[src/hw/rtl/assert_macros.svh]
// Assertion helpers included by vec3_normalize.
`ifndef ASSERT_MACROS_SVH
`define ASSERT_MACROS_SVH

// Concurrent assertion clocked on the rising edge, off while reset is low.
`define ASSERT_CLK(label, clk, rst_n, prop, msg) \
    label: assert property (@(posedge clk) disable iff (!rst_n) (prop)) else $error(msg);

// Same check, also active during reset.
`define ASSERT_ALWAYS(label, clk, prop, msg) \
    label: assert property (@(posedge clk) (prop)) else $error(msg);

`endif

[src/hw/rtl/vn_pkg.sv]
package vn_pkg;

    // Pipeline control that travels into every stage block.
    typedef struct packed {
        logic en;
        logic valid;
    } t_pipe_ctl;

endpackage

[src/hw/rtl/vn_sqrt.sv]
module vn_sqrt #(
    parameter int CW = 16,
    parameter int SW = 51
) (
    input  logic               i_clk,
    input  logic               i_rst_n,
    input  vn_pkg::t_pipe_ctl  i_ctl,
    input  logic [2*CW-1:0]    i_sum,
    input  logic [SW-1:0]      i_side,
    output logic               o_valid,
    output logic [CW-1:0]      o_len,
    output logic [SW-1:0]      o_side
);
    import vn_pkg::*;

    localparam int SQW = 2 * CW;

    logic [SQW-1:0] r_rem  [CW];
    logic [SQW-1:0] r_root [CW];
    logic [SW-1:0]  r_side [CW];
    logic           r_vld  [CW];

    // One root bit is resolved per stage, most significant first.
    for (genvar g = 0; g < CW; g++) begin : g_stage
        localparam logic [SQW-1:0] BIT = SQW'(1) << (2 * (CW - 1 - g));
        logic [SQW-1:0] w_rem;
        logic [SQW-1:0] w_root;
        logic [SW-1:0]  w_side;
        logic           w_vld;
        logic [SQW-1:0] n_rem;
        logic [SQW-1:0] n_root;

        if (g == 0) begin : g_first
            assign w_rem  = i_sum;
            assign w_root = '0;
            assign w_side = i_side;
            assign w_vld  = i_ctl.valid;
        end else begin : g_next
            assign w_rem  = r_rem[g-1];
            assign w_root = r_root[g-1];
            assign w_side = r_side[g-1];
            assign w_vld  = r_vld[g-1];
        end

        always_comb begin
            if (w_rem >= w_root + BIT) begin
                n_rem  = w_rem - (w_root + BIT);
                n_root = (w_root >> 1) + BIT;
            end else begin
                n_rem  = w_rem;
                n_root = w_root >> 1;
            end
        end

        always_ff @(posedge i_clk) begin
            if (!i_rst_n) begin
                r_vld[g] <= 1'b0;
            end else if (i_ctl.en) begin
                r_vld[g] <= w_vld;
            end
            if (i_ctl.en) begin
                r_rem[g]  <= n_rem;
                r_root[g] <= n_root;
                r_side[g] <= w_side;
            end
        end
    end

    assign o_valid = r_vld[CW-1];
    assign o_len   = r_root[CW-1][CW-1:0];
    assign o_side  = r_side[CW-1];

endmodule

[config.mk]
export PLATFORM = sky130hd
export DESIGN_NAME = vn_sqrt
export DESIGN_NICKNAME = d
export VERILOG_FILES = /design/src/hw/rtl/assert_macros.svh /design/src/hw/rtl/vn_pkg.sv /design/src/hw/rtl/vn_sqrt.sv
export SDC_FILE = /design/constraint.sdc
export NUM_CORES = 1
export LEC_CHECK = 0
export ABC_CLOCK_PERIOD_IN_PS = 3100
export BUFFER_PORTS_ARGS = -buffer_cell sky130_fd_sc_hd__buf_4
export CELL_PAD_IN_SITES_DETAIL_PLACEMENT = 1
export CELL_PAD_IN_SITES_GLOBAL_PLACEMENT = 1
export CORE_MARGIN = 1
export CORE_UTILIZATION = 40
export DETAILED_ROUTE_END_ITERATION = 8
export HOLD_SLACK_MARGIN = 0.12
export PLACE_DENSITY_LB_ADDON = 0.12
export SYNTH_ARGS = -nofsm -noshare
export SYNTH_HDL_FRONTEND = slang
export SYNTH_SLANG_ARGS = --single-unit
[constraint.sdc]
create_clock -name i_clk -period 3.1 [get_ports i_clk]
set_input_delay 0.31 -clock i_clk [delete_from_list [all_inputs] [get_ports i_clk]]
set_output_delay 0.31 -clock i_clk [all_outputs]
set_load 0.05 [all_outputs]
### Yosys cells after proc, flatten, opt, wreduce, memory -nomap -nowiden

Memories as Yosys holds them, arrays and structs flattened.
Index checks and enable logic that the tools add are counted.
W data, S select, Z words.

* bits in writable memories: 1856
* memories kept: 4
* bits of input ports: 87
* register bits: 0
* output and inout port bits: 68
* word-level logic and storage cells: 135

Memories
* r_side: words 16, width 51, read ports 16, clocked after memory_dff 0, write ports 16, line vn_sqrt.sv:20 `logic [SW-1:0] r_side [CW];`
* r_rem: words 16, width 32, read ports 15, clocked after memory_dff 0, write ports 16, line vn_sqrt.sv:18 `logic [SQW-1:0] r_rem [CW];`
* r_root: words 16, width 32, read ports 16, clocked after memory_dff 0, write ports 16, line vn_sqrt.sv:19 `logic [SQW-1:0] r_root [CW];`
* r_vld: words 16, width 1, read ports 16, clocked after memory_dff 0, write ports 16, line vn_sqrt.sv:21 `logic r_vld [CW];`

* bitwise operators: 16
* multiplexer cells: 53
* add/sub/neg operators: 46
* order comparisons: 16

Operator list (number)
* $mux W32: 31
* $ge A32 B32 Y1: 15
* $sub A32 B32 Y32: 15
* $add A31 B1 Y32 const B: 1
* $add A31 B11 Y32 const B: 1
* $add A31 B13 Y32 const B: 1
* $add A31 B15 Y32 const B: 1
* $add A31 B17 Y32 const B: 1
* $add A31 B19 Y32 const B: 1
* $add A31 B21 Y32 const B: 1
* $add A31 B23 Y32 const B: 1
* $add A31 B25 Y32 const B: 1
* $add A31 B27 Y32 const B: 1
* $add A31 B29 Y32 const B: 1
* $add A31 B3 Y32 const B: 1
* $add A31 B5 Y32 const B: 1
* $add A31 B7 Y32 const B: 1
* $add A31 B9 Y32 const B: 1
* $add A32 B1 Y32 const B: 1
* $add A32 B11 Y32 const B: 1
* $add A32 B13 Y32 const B: 1
* $add A32 B15 Y32 const B: 1
* $add A32 B17 Y32 const B: 1
* $add A32 B19 Y32 const B: 1
* 14 further kinds: 49

### Depth between registers and ports, before layout

* depth after elaboration: 4
* depth in mapped cells: 12

### Worst setup path after synthesis

Ideal clock, no wire load.

* path kind: flip-flop to flip-flop
* start: memory r_rem[1][176] (netlist name)
* end: memory r_rem[1][223] (netlist name) (data pin)
* data arrival time: 2768 ps
* buffers on the path: 1
* setup slack: 64 ps
* cell stages (with the launch flop): 10
* library setup time: 267 ps
* path through: edfxtp_1 ha_1 clkbuf_2 nand4_2 or4_1 nor3_2 a31oi_2 or4_4 nor4_2 xor2_1

RTL lines (line)
* from (decl): vn_sqrt.sv:18

==> reports/qor.csv <==
stage;metric;value;unit
detailed_routing;first_iter_violations;1279;
timing;hold_viol;0;
timing;min_period_over_period;97.4;%
timing;rsz0062_at_grt;yes;
synthesis;ys_types;79;
timing;slew_headroom;24.8;%
placement;place_congestion;0.898;
cells_and_area;fin_area;64400;um2
power;p_int;36.2;mW
clocking;clk_pin_slew;0.05;ns
synthesis;syn_avg_cell_area;17.5;um2
placement;numPortBuffers;154;
detailed_routing;drcViolationCount;0;
critical_path;critPathCaptureType;flip-flop;
floorplan;io_pins;155;
detailed_routing;routed_wl;94900;um
clocking;cts_tree;built;
clocking;cts-root-buf;clkbuf_16;
power;irDropWorstVdd;0.531;mV
floorplan;dieArea;137000;um2
power;leakage;23.4;nW
synthesis;syn-cell-area;54200;um2
global_route;grt_pass1_wl;153000;um
power;power;47.2;mW
cells_and_area;final_cell_mix;1447 x edfxtp_1, 243 x buf_4, 192 x inv_1;
floorplan;initial_core_util;40.5;%
timing;drv_slew;0;
power;power.density;732;nW/um2
detailed_routing;vias;26498;
floorplan;die_w;370;um
critical_path;cp-start-kind;flip-flop;
synthesis;synth_warnings;0;
power;comb_power_share;10.0;%
synthesis;synth-edff-count;1447;
global_route;antenna_found_initial;0;
power;power_frac_seq;52.0;%
timing;setup_violations;0;
global_route;grt_start_max_net_pins;146;
clocking;numCtsBuffers;154;
floorplan;core-area;134000;um2
cells_and_area;final_util;48.1;%
cells_and_area;area_growth;18.9;%
global_route;grtUsageTotal;14.1;%
synthesis;netlist.area_leader.share;80.2;%
power;clkPwrFrac;38.0;%
critical_path;crit_path_max_fanout;14;
synthesis;seq_area_frac_synth;80.2;%
detailed_routing;drtAntennaViolNets;0;
critical_path;reg2reg_setup_slack;0.08;ns
cells_and_area;drive_above_1_share;14.7;%
clocking;cts_sinks;1448;
clocking;ctsLongestPathBuffers;3;
synthesis;synth_area_leaders;edfxtp_1 80%, ha_1 3.5%, xnor2_1 1.7%;
power;p_sw;11.0;mW
synthesis;yosysTopAreaCell;edfxtp_1;
timing;fin_crit;3.02;ns
critical_path;crit_arrival;3.53;ns
synthesis;synthCells;3098;
cells_and_area;fin_nets;3808;
placement;dp_hpwl;63600;um
floorplan;row_count;134;
detailed_routing;via_per_inst;4.85;
clocking;clk_latency;0.77;ns
timing;max_freq;0.331;GHz
timing;clock_skew;0.0265;ns
placement;place_area;58400;um2
status;status;completed;
cells_and_area;layout_commonest_cell;edfxtp_1;
synthesis;yosys_register_bits;1448;
synthesis;ys.flop_type;edfxtp_1;
global_route;grt_pass1_vias;29129;
synthesis;synth_nets;3335;
global_route;grt-ovfl-total;0;
floorplan;die_h;370;um
cells_and_area;fillCellCount;12606;
job;cap_violations;0;
critical_path;required;3.61;ns
timing;tightestPinTransition;1.12;ns
power;swShare;23.3;%
clocking;htree_levels;4;
worst_hold_path;hp-class;input pin to flip-flop;
detailed_routing;drt_first_pass_iters;4;
synthesis;async_flop_share;0;%
cells_and_area;diodes;0;
critical_path;path_class;flip-flop to flip-flop;
detailed_routing;wire_per_inst;17.4;um
==> cell usage after synthesis (all sizes together), types with 13 or more instances <==
library cell,instances
a21o,33
nor2,119
and3,23
ha,150
o21a,32
nand4,32
nand2b,31
a31oi,17
or3,32
nand3,40
xnor2,108
nand2,134
edfxtp,1447
o21ai,123
nor2b,23
xor2,90
o31ai,16
nor3,69
or4,13
clkbuf,27
inv,192
a21oi,107
nor4b,13
nor4,70
mux2,18
==> worst max-delay path: stages, from the launching register on <==
cell and delay (ns):
edfxtp_1 0.40, or3_1 0.40, or3_1 0.39, or3_1 0.41, a2111oi_2 0.33, buf_4 0.20, o31ai_4 0.17, buf_4 0.20
mux2_2 0.26
==> sequential cells by signal, summed over array words and instances (netlist names) <==
signal,cells
r_side,816
r_root,136
r_rem,480
r_vld,16
==> per-stage QoR <==
step / setup TNS, ns / instances / hold slack [ns] / setup WS [ns]
detailed placement: -1.67 / 5089 / 0.405 / -0.166
global placement: -0.560 / 5089 / 0.400 / -0.177
floorplan: 0 / 3098 / 0.400 / 0.0642
CTS: 0 / 5457 / 0.170 / 0.00571
global route: -0.0850 / 5462 / 0.201 / -0.0193
finish: 0 / 5462 / 0.258 / 0.0803
==> worst paths after layout <==
path                                   end                startpoint  cells past startpoint
hold / removal     r_side[0][35]$_DFFE_PP_                i_side[35]                      2
setup reg to reg   r_rem[1][167]$_DFFE_PP_   r_rem[1][152]$_DFFE_PP_                      8
hold reg to reg   r_side[0][356]$_DFFE_PP_  r_side[0][305]$_DFFE_PP_                      0
setup / recovery   r_rem[1][167]$_DFFE_PP_   r_rem[1][152]$_DFFE_PP_                      8
==> per-layer routing <==
| metal | vias up | part of all wire (%) | track usage (%) |
|---|---|---|---|
| met5 | - | 0 | 0 |
| met2 | 376 | 53 | 25.8 |
| met4 | 0 | 3.4 | 6.03 |
| met3 | 231 | 3.2 | 2.97 |
| met1 | 13038 | 40 | 15.9 |
| li1 | 12853 | - | - |
==> area by class of cell <==
type	count	area, um2	area share, %
tap	1768	2210	3.43
timing repair buffer	350	3080	4.79
clock buffer	193	4040	6.27
inverter	192	721	1.12
clock inverter	86	927	1.44
sequential	1448	43500	67.5
multi-input combinational	1425	9980	15.5
==> cells by family (layout without fill, tap and decap cells) <==
family,after synthesis,in the layout,share of synthesized area (%)
xor+xnor,198,198,3.20
mux,28,28,0.586
simple gates,648,648,6.31
compound gates,400,401,4.61
flops,1448,1448,80.2
fa+ha+maj,150,150,3.46
buf+inv,226,821,1.62
==> power groups by stage <==
stage                     combinational, mW  sequential, mW  clock (mW)
final                                  4.71            24.5        17.9
after global routing                   5.23            24.7        19.3
after CTS                              4.73            24.6        18.6
after detailed placement               4.61            25.0           0
after global placement                 4.45            24.9           0
after floorplan                        2.77            24.7           0
==> what timing repair did <==
action,4_1_cts,5_1_grt
hold buffers,88,0
hold endpoints to repair,140,0
pin swaps,1,3
setup buffers,0,5
cloned,1,0
endpoints found under the setup margin,28,34
resized for setup,4,26
Note: power is estimated with default switching activity, not from simulation.
