File: config.mk
export PLATFORM = sky130hd
export DESIGN_NAME = vn_div
export DESIGN_NICKNAME = d
export VERILOG_FILES = /design/src/hw/rtl/assert_macros.svh /design/src/hw/rtl/vn_pkg.sv /design/src/hw/rtl/vn_div.sv
export SDC_FILE = /design/constraint.sdc
export NUM_CORES = 1
export LEC_CHECK = 0
export BUFFER_PORTS_ARGS = -buffer_cell sky130_fd_sc_hd__clkbuf_2
export CAP_MARGIN = 20
export CORE_MARGIN = 5
export CORE_UTILIZATION = 60
export DETAILED_ROUTE_END_ITERATION = 10
export HOLD_SLACK_MARGIN = 0.06
export PLACE_DENSITY = 0.76
export SLEW_MARGIN = 20
export SYNTH_ARGS = -nofsm -noshare
export SYNTH_HDL_FRONTEND = slang
export SYNTH_SLANG_ARGS = --single-unit
File: constraint.sdc
create_clock -name i_clk -period 7.3 [get_ports i_clk]
set_clock_uncertainty 0.15 [all_clocks]
set_input_delay 0.365 -clock i_clk [delete_from_list [all_inputs] [get_ports i_clk]]
set_output_delay 0.365 -clock i_clk [all_outputs]
set_load 0.005 [all_outputs]
File: src/hw/rtl/assert_macros.svh
// Assertion helpers included by vec3_normalize.
`ifndef ASSERT_MACROS_SVH
`define ASSERT_MACROS_SVH

// Concurrent assertion clocked on the rising edge, off while reset is low.
`define ASSERT_CLK(label, clk, rst_n, prop, msg) \
    label: assert property (@(posedge clk) disable iff (!rst_n) (prop)) else $error(msg);

// Same check, also active during reset.
`define ASSERT_ALWAYS(label, clk, prop, msg) \
    label: assert property (@(posedge clk) (prop)) else $error(msg);

`endif

File: src/hw/rtl/vn_pkg.sv
package vn_pkg;

    // Pipeline control that travels into every stage block.
    typedef struct packed {
        logic en;
        logic valid;
    } t_pipe_ctl;

endpackage

File: src/hw/rtl/vn_div.sv
module vn_div #(
    parameter int CW = 16,
    parameter int FRAC_OUT = 14,
    parameter int SW = 1
) (
    input  logic                i_clk,
    input  logic                i_rst_n,
    input  vn_pkg::t_pipe_ctl   i_ctl,
    input  logic [CW-1:0]       i_num,
    input  logic [CW-1:0]       i_den,
    input  logic [SW-1:0]       i_side,
    output logic                o_valid,
    output logic [FRAC_OUT:0]   o_quot,
    output logic [SW-1:0]       o_side
);
    import vn_pkg::*;

    localparam int NW = CW + FRAC_OUT;
    localparam int QW = FRAC_OUT + 1;
    localparam int DW = CW + QW;

    logic [NW-1:0] r_rem  [QW];
    logic [QW-1:0] r_quot [QW];
    logic [CW-1:0] r_den  [QW];
    logic [SW-1:0] r_side [QW];
    logic          r_vld  [QW];

    // Restoring division, one quotient bit per stage from the top down.
    for (genvar g = 0; g < QW; g++) begin : g_stage
        localparam int SH = QW - 1 - g;
        logic [NW-1:0] w_rem;
        logic [QW-1:0] w_quot;
        logic [CW-1:0] w_den;
        logic [SW-1:0] w_side;
        logic          w_vld;
        logic [DW-1:0] w_trial;
        logic [NW-1:0] n_rem;
        logic [QW-1:0] n_quot;

        if (g == 0) begin : g_first
            assign w_rem  = {i_num, FRAC_OUT'(0)};
            assign w_quot = '0;
            assign w_den  = i_den;
            assign w_side = i_side;
            assign w_vld  = i_ctl.valid;
        end else begin : g_next
            assign w_rem  = r_rem[g-1];
            assign w_quot = r_quot[g-1];
            assign w_den  = r_den[g-1];
            assign w_side = r_side[g-1];
            assign w_vld  = r_vld[g-1];
        end

        assign w_trial = DW'(w_den) << SH;

        always_comb begin
            n_quot = w_quot;
            if (DW'(w_rem) >= w_trial) begin
                n_rem      = w_rem - NW'(w_trial);
                n_quot[SH] = 1'b1;
            end else begin
                n_rem = w_rem;
            end
        end

        always_ff @(posedge i_clk) begin
            if (!i_rst_n) begin
                r_vld[g] <= 1'b0;
            end else if (i_ctl.en) begin
                r_vld[g] <= w_vld;
            end
            if (i_ctl.en) begin
                r_rem[g]  <= n_rem;
                r_quot[g] <= n_quot;
                r_den[g]  <= w_den;
                r_side[g] <= w_side;
            end
        end
    end

    assign o_valid = r_vld[QW-1];
    assign o_quot  = r_quot[QW-1];
    assign o_side  = r_side[QW-1];

endmodule

Yosys cells after proc, flatten, opt, wreduce, memory -nomap -nowiden

Memory sizes are Yosys's and may differ from the RTL's.
Index checks and enable logic that the tools add are counted.

Bits in registers: 0
Bits in latches: 0
RAM bits: 945
ROM bits: 0
Bits of input ports: 37
Memories: 5

Memories:

| name   | depth | bits a word | read ports | clocked after memory_dff | wr ports | line         | text |
|---|---|---|---|---|---|---|---|
| r_rem  | 15    | 30          | 14         | 0                        | 15       | vn_div.sv:22 | `logic [NW-1:0] r_rem [QW];` |
| r_den  | 15    | 16          | 14         | 0                        | 15       | vn_div.sv:24 | `logic [CW-1:0] r_den [QW];` |
| r_quot | 15    | 15          | 15         | 0                        | 15       | vn_div.sv:23 | `logic [QW-1:0] r_quot [QW];` |
| r_side | 15    | 1           | 15         | 0                        | 15       | vn_div.sv:25 | `logic [SW-1:0] r_side [QW];` |
| r_vld  | 15    | 1           | 15         | 0                        | 15       | vn_div.sv:26 | `logic r_vld [QW];` |

Add/sub/neg operators: 15
Multiply operators: 0
Divide/modulo/power cells: 0
Order comparisons: 15
Equal/unequal tests: 0
Shift-type cells: 0
Muxes and demuxes: 50
Bitwise logic cells: 15
Reductions and logical operators: 0

Operators by type and width:

| kind                                             | count |
|---|---|
| 30-bit 2-to-1 mux                                | 15 |
| 1-bit 2-to-1 mux                                 | 35 |
| 30-bit by 16-bit >= comparator with 1-bit output | 1 |
| 30-bit by 17-bit >= comparator with 1-bit output | 1 |
| 30-bit by 18-bit >= comparator with 1-bit output | 1 |
| 30-bit by 19-bit >= comparator with 1-bit output | 1 |
| 30-bit by 20-bit >= comparator with 1-bit output | 1 |
| 30-bit by 21-bit >= comparator with 1-bit output | 1 |
| 30-bit by 22-bit >= comparator with 1-bit output | 1 |
| 30-bit by 23-bit >= comparator with 1-bit output | 1 |
| 30-bit by 24-bit >= comparator with 1-bit output | 1 |
| 30-bit by 25-bit >= comparator with 1-bit output | 1 |
| 30-bit by 26-bit >= comparator with 1-bit output | 1 |
| 30-bit by 27-bit >= comparator with 1-bit output | 1 |
| 30-bit by 28-bit >= comparator with 1-bit output | 1 |
| 30-bit by 29-bit >= comparator with 1-bit output | 1 |
| 30-bit >= comparator                             | 1 |
| 30-bit by 16-bit subtractor with 30-bit output   | 1 |
| 30-bit by 17-bit subtractor with 30-bit output   | 1 |
| 30-bit by 18-bit subtractor with 30-bit output   | 1 |
| 30-bit by 19-bit subtractor with 30-bit output   | 1 |
| 30-bit by 20-bit subtractor with 30-bit output   | 1 |
| 30-bit by 21-bit subtractor with 30-bit output   | 1 |
| 30-bit by 22-bit subtractor with 30-bit output   | 1 |
| other kinds (9)                                  | 23 |

Depth between registers and ports, before layout

Depth in word-level cells: 4
Mapped depth: 13
Mapped depth without buffers: 12

Worst setup path before layout

OpenSTA, ideal clock, no wires.

Kind: reg-to-reg
From: mem r_rem[0][217] (netlist bit)
To: mem r_rem[1][25] (netlist bit) (data pin)
Setup time: 273 ps
Arrival: 2,904 ps
Required time: 6,877 ps
Setup slack: 3,973 ps
Cell stages (with the launch flop): 12
Path through: edfxtp_1 -> fa_1 -> a21o_1 -> a21o_1 -> a2111oi_2 -> o221a_2 -> o21ai_0 -> nor4_1 -> inv_1 -> o311ai_0 -> nor4b_1 -> xor2_1

RTL lines:

| item               | line |
|---|---|
| start: declaration | vn_div.sv:22 |

==> results.yml <==
logic_synthesis:
  yosys.area.top_type_share_pct: 56.2
  synth_enable_flop_cells: 688
  synth_top_family_by_area: "compound AO/OA/AOI/OAI gates"
  postSynthRegisterBits: 689
  synthAdderAreaFrac_pct: 8.90
  synthesis.area_per_instance_um2: 11.7
  synth.mux.area_fraction_pct: 2.16
  compound_gate_portion_of_the_synthesized_area_pct: 12.3
  synth_cells: 3131
  post_synth_xor_area_fraction_pct: 5.65
  sequential_cell_area_fraction_in_the_yosys_report_pct: 56.3
  synth_area_leaders: "sky130_fd_sc_hd__edfxtp_1 56%, sky130_fd_sc_hd__ha_1 8.1%, sky130_fd_sc_hd__xnor2_1 3.2%"
  synth_cell_type_count: 86
  syn_nets: 3421
  synthesis.yosys.warnings: 0
  ys.flop_type: "sky130_fd_sc_hd__edfxtp_1"
  synthSimpleGateAreaFrac_pct: 10.9
  syn-cell-area_um2: 36700
  post-synth-top-area-cell: "sky130_fd_sc_hd__edfxtp_1"
  postSynth.asyncResetShare_pct: 0
worst_setup_path:
  depth_of_the_worst_register_to_register_path: 10
  max_stage_delay_on_crit_path_ns: 0.68
  crit_path_start_kind: "flip-flop"
  slowest_stage: "sky130_fd_sc_hd__nor2_1"
  worst-r2r-setup-slack_ns: 3.19
  worstPathCellList: "fa_1, a21o_1, a21oi_1, o221ai_1, a21oi_1, o21ai_0, nor2_1, inv_1, o2111a_1, xor2_1"
  critical-path-top-cell-by-count: "sky130_fd_sc_hd__a21oi_1"
  critPathArrivalTime_ns: 4.31
  critical_path.max_fanout: 21
  setup.worst_path.end_class: "flip-flop"
  worstReg2RegStart: "r_rem[0][101]$_SDFFCE_PN0P_"
  worstReg2RegEnd: "r_rem[0][149]$_DFFE_PP_"
  critical_path_class: "flip-flop to flip-flop"
  crit_required_ns: 7.51
finish:
  n_antenna_cell: 0
  commonest_cells_after_routing_fill_and_taps_aside: "688 x sky130_fd_sc_hd__edfxtp_1, 314 x sky130_fd_sc_hd__inv_1, 239 x sky130_fd_sc_hd__ha_1, 229 x sky130_fd_sc_hd__nor2_1, 217 x sky130_fd_sc_hd__a21oi_1"
  finalNonFillerCells: 4096
  nNetsFinal: 3546
  postLayoutCoreUtil_pct: 67.4
  syn_to_final_growth_pct: 11.0
  share_of_layout_cells_above_drive_strength_1_pct: 8.30
  num-fill-cells: 4277
  mostFrequentLayoutCell: "sky130_fd_sc_hd__edfxtp_1"
routing:
  final_antenna_net_count: 0
  dr_total_vias: 24319
  totalWireLength_um: 76000
  detail_route.wl_per_cell_um: 18.5
  drc: 0
  via_per_inst: 5.94
  first_pass_iters: 6
  drt_iter0_markers: 1586
place:
  place_congestion: 0.956
  placement.io_buffers: 53
  dp.final_hpwl_um: 54200
  placed_cells: 3926
sta:
  finalCriticalPeriod_ns: 4.11
  max_freq_mhz: 243
  final_min_period_over_clock_period_pct: 56.3
  tightestPinTransition_ns: 1.24
  max_slew_margin_pct: 17.4
  grt_setup_unrepaired: "false"
  worst_hold_slack_ns: 0.248
  timing.final.hold_violations: 0
  setup-tns-final_ns: 0
  final-setup-viol-count: 0
  finalMaxSlewViolations: 0
clock_network:
  cts_root_buffer: "sky130_fd_sc_hd__clkbuf_16"
  cts_tree: "built"
  clock_latency_ns: 0.63
  clock-sinks: 689
  cts.clk_slew.worst_paths_ns: 0.06
  cts_buffer_depth: 3
  tritoncts.num_buffers: 75
  post_cts.repair.setup_buffers: 0
  htreeDepth: 3
power_and_ir_drop:
  power.leakage_nw: 16.1
  pwr_density_cell_nw_per_um2: 366
  design_power_total_mw: 14.9
  peakVddDrop_mv: 0.259
grt:
  globalRouteTotalUtil_pct: 22.7
  grt_start_max_net_pins: 203
  grt_pass1_vias: 24571
  global_route.overflow_total: 0
  antenna_violations_before_repair: 0
  grt_first_pass_wirelength_um: 123000
job:
  maxCapViolCount: 0
worst_hold_path:
  hold_path_depth: 1
  min-delay-start: "i_ctl[1]"
  worst_hold_path.endpoint: "r_side[0][0]$_DFFE_PP_"
  holdCritPathClass: "input port to flip-flop"
floorplanning:
  ios: 54
  start_util_pct: 60.7
  die-height_um: 257
  fp.dieArea_um2: 66300
  placement_rows: 90
  fp.coreArea_um2: 60500
  die_w_um: 257
run_status:
  run_status: "finished clean"
## power by group
part,switching (mW),internal [mW],total [mW]
clock,1.58,2.14,3.72
combinational,2.85,2.24,5.09
sequential,0.585,5.54,6.12
## layer usage
layer | track usage (%) | vias to the layer above | wire, um | part of all wire, %
met1 | 27.0 | 11635 | 30500 | 40
met2 | 40.5 | 688 | 38500 | 51
met3 | 3.84 | 207 | 3610 | 4.8
met5 | 0 | - | 0 | 0
met4 | 10.2 | 0 | 3370 | 4.4
li1 | - | 11789 | - | -
## through the flow
stage / instance area (um2) / setup slack, ns
2_1_floorplan: 36700 / 3.97
3_3_place_gp: 37900 / 3.38
3_5_place_dp: 37900 / 3.25
4_1_cts: 40800 / 3.22
5_1_grt: 40800 / 2.81
6_report: 40800 / 3.19
## critical path, delay by kind of cell (launching register included)
family | cells | cell delay, ns
AO/OA/AOI/OAI | 6 | 1.42
adder cells (fa/ha/maj) | 1 | 0.50
buffers and inverters | 1 | 0.53
AND/OR/NAND/NOR | 1 | 0.68
XOR/XNOR | 1 | 0.14
flip-flops | 1 | 0.44
## kinds of logic after synthesis
logic type,after synthesis
AND/OR/NAND/NOR,802
XOR/XNOR,237
flip-flops,689
multiplexers,71
adder cells (fa/ha/maj),253
buffers and inverters,368
AO/OA/AOI/OAI,711
## registers in the layout, summed over array words and instances, names as in the netlist
signal,cells
r_side,15
r_vld,15
r_quot,120
r_rem,315
r_den,224
## area by class of cell
cell class | instances | area, um2 | area share [%]
clock buffers | 89 | 1930 | 4.73
clock inverters | 46 | 538 | 1.32
inverters | 314 | 1180 | 2.89
multi-input cells | 2074 | 14700 | 36.0
flip-flops and latches | 689 | 20700 | 50.7
well taps | 782 | 978 | 2.40
repair buffers | 102 | 781 | 1.92
## cell usage after synthesis (12+ instances only)
library cell and number:
sky130_fd_sc_hd__xor2_1 102, sky130_fd_sc_hd__nor2_1 230, sky130_fd_sc_hd__or3_1 25, sky130_fd_sc_hd__a21o_1 72, sky130_fd_sc_hd__and3_1 30, sky130_fd_sc_hd__a21oi_1 218, sky130_fd_sc_hd__ha_1 239, sky130_fd_sc_hd__nand3_1 41
sky130_fd_sc_hd__xnor2_1 135, sky130_fd_sc_hd__o21ai_0 166, sky130_fd_sc_hd__edfxtp_1 688, sky130_fd_sc_hd__o21bai_1 13, sky130_fd_sc_hd__a211oi_1 27, sky130_fd_sc_hd__and2_1 13, sky130_fd_sc_hd__clkbuf_1 43, sky130_fd_sc_hd__nand2b_1 40
sky130_fd_sc_hd__mux2_2 61, sky130_fd_sc_hd__nor2b_1 37, sky130_fd_sc_hd__inv_1 314, sky130_fd_sc_hd__o31ai_1 26, sky130_fd_sc_hd__nor3_1 64, sky130_fd_sc_hd__or2_2 12, sky130_fd_sc_hd__o21a_1 40, sky130_fd_sc_hd__fa_1 14
sky130_fd_sc_hd__a31oi_1 21, sky130_fd_sc_hd__nor4_1 39, sky130_fd_sc_hd__nand4_1 37, sky130_fd_sc_hd__o211ai_1 24, sky130_fd_sc_hd__nand2_1 186
## worst max-delay path by stage
stage	startpoint	endpoint	slack, ns	depth (start not counted)
after floorplan	r_rem[0][217]$_SDFFCE_PN0P_	r_rem[1][25]$_DFFE_PP_	3.97	11
after global placement	r_rem[0][101]$_SDFFCE_PN0P_	r_rem[0][149]$_DFFE_PP_	3.38	10
after detailed placement	r_rem[0][101]$_SDFFCE_PN0P_	r_rem[0][149]$_DFFE_PP_	3.25	10
after CTS	r_rem[0][101]$_SDFFCE_PN0P_	r_rem[0][149]$_DFFE_PP_	3.22	10
after global routing	r_rem[0][101]$_SDFFCE_PN0P_	r_rem[0][149]$_DFFE_PP_	2.81	10
final	r_rem[0][101]$_SDFFCE_PN0P_	r_rem[0][149]$_DFFE_PP_	3.19	10
## repair_timing
action / 4_1_cts / 5_1_grt
resized for setup: 0 / 0
hold buffers: 35 / 0
hold endpoints to repair: 36 / 0
Note: power is estimated with default switching activity, not from simulation.
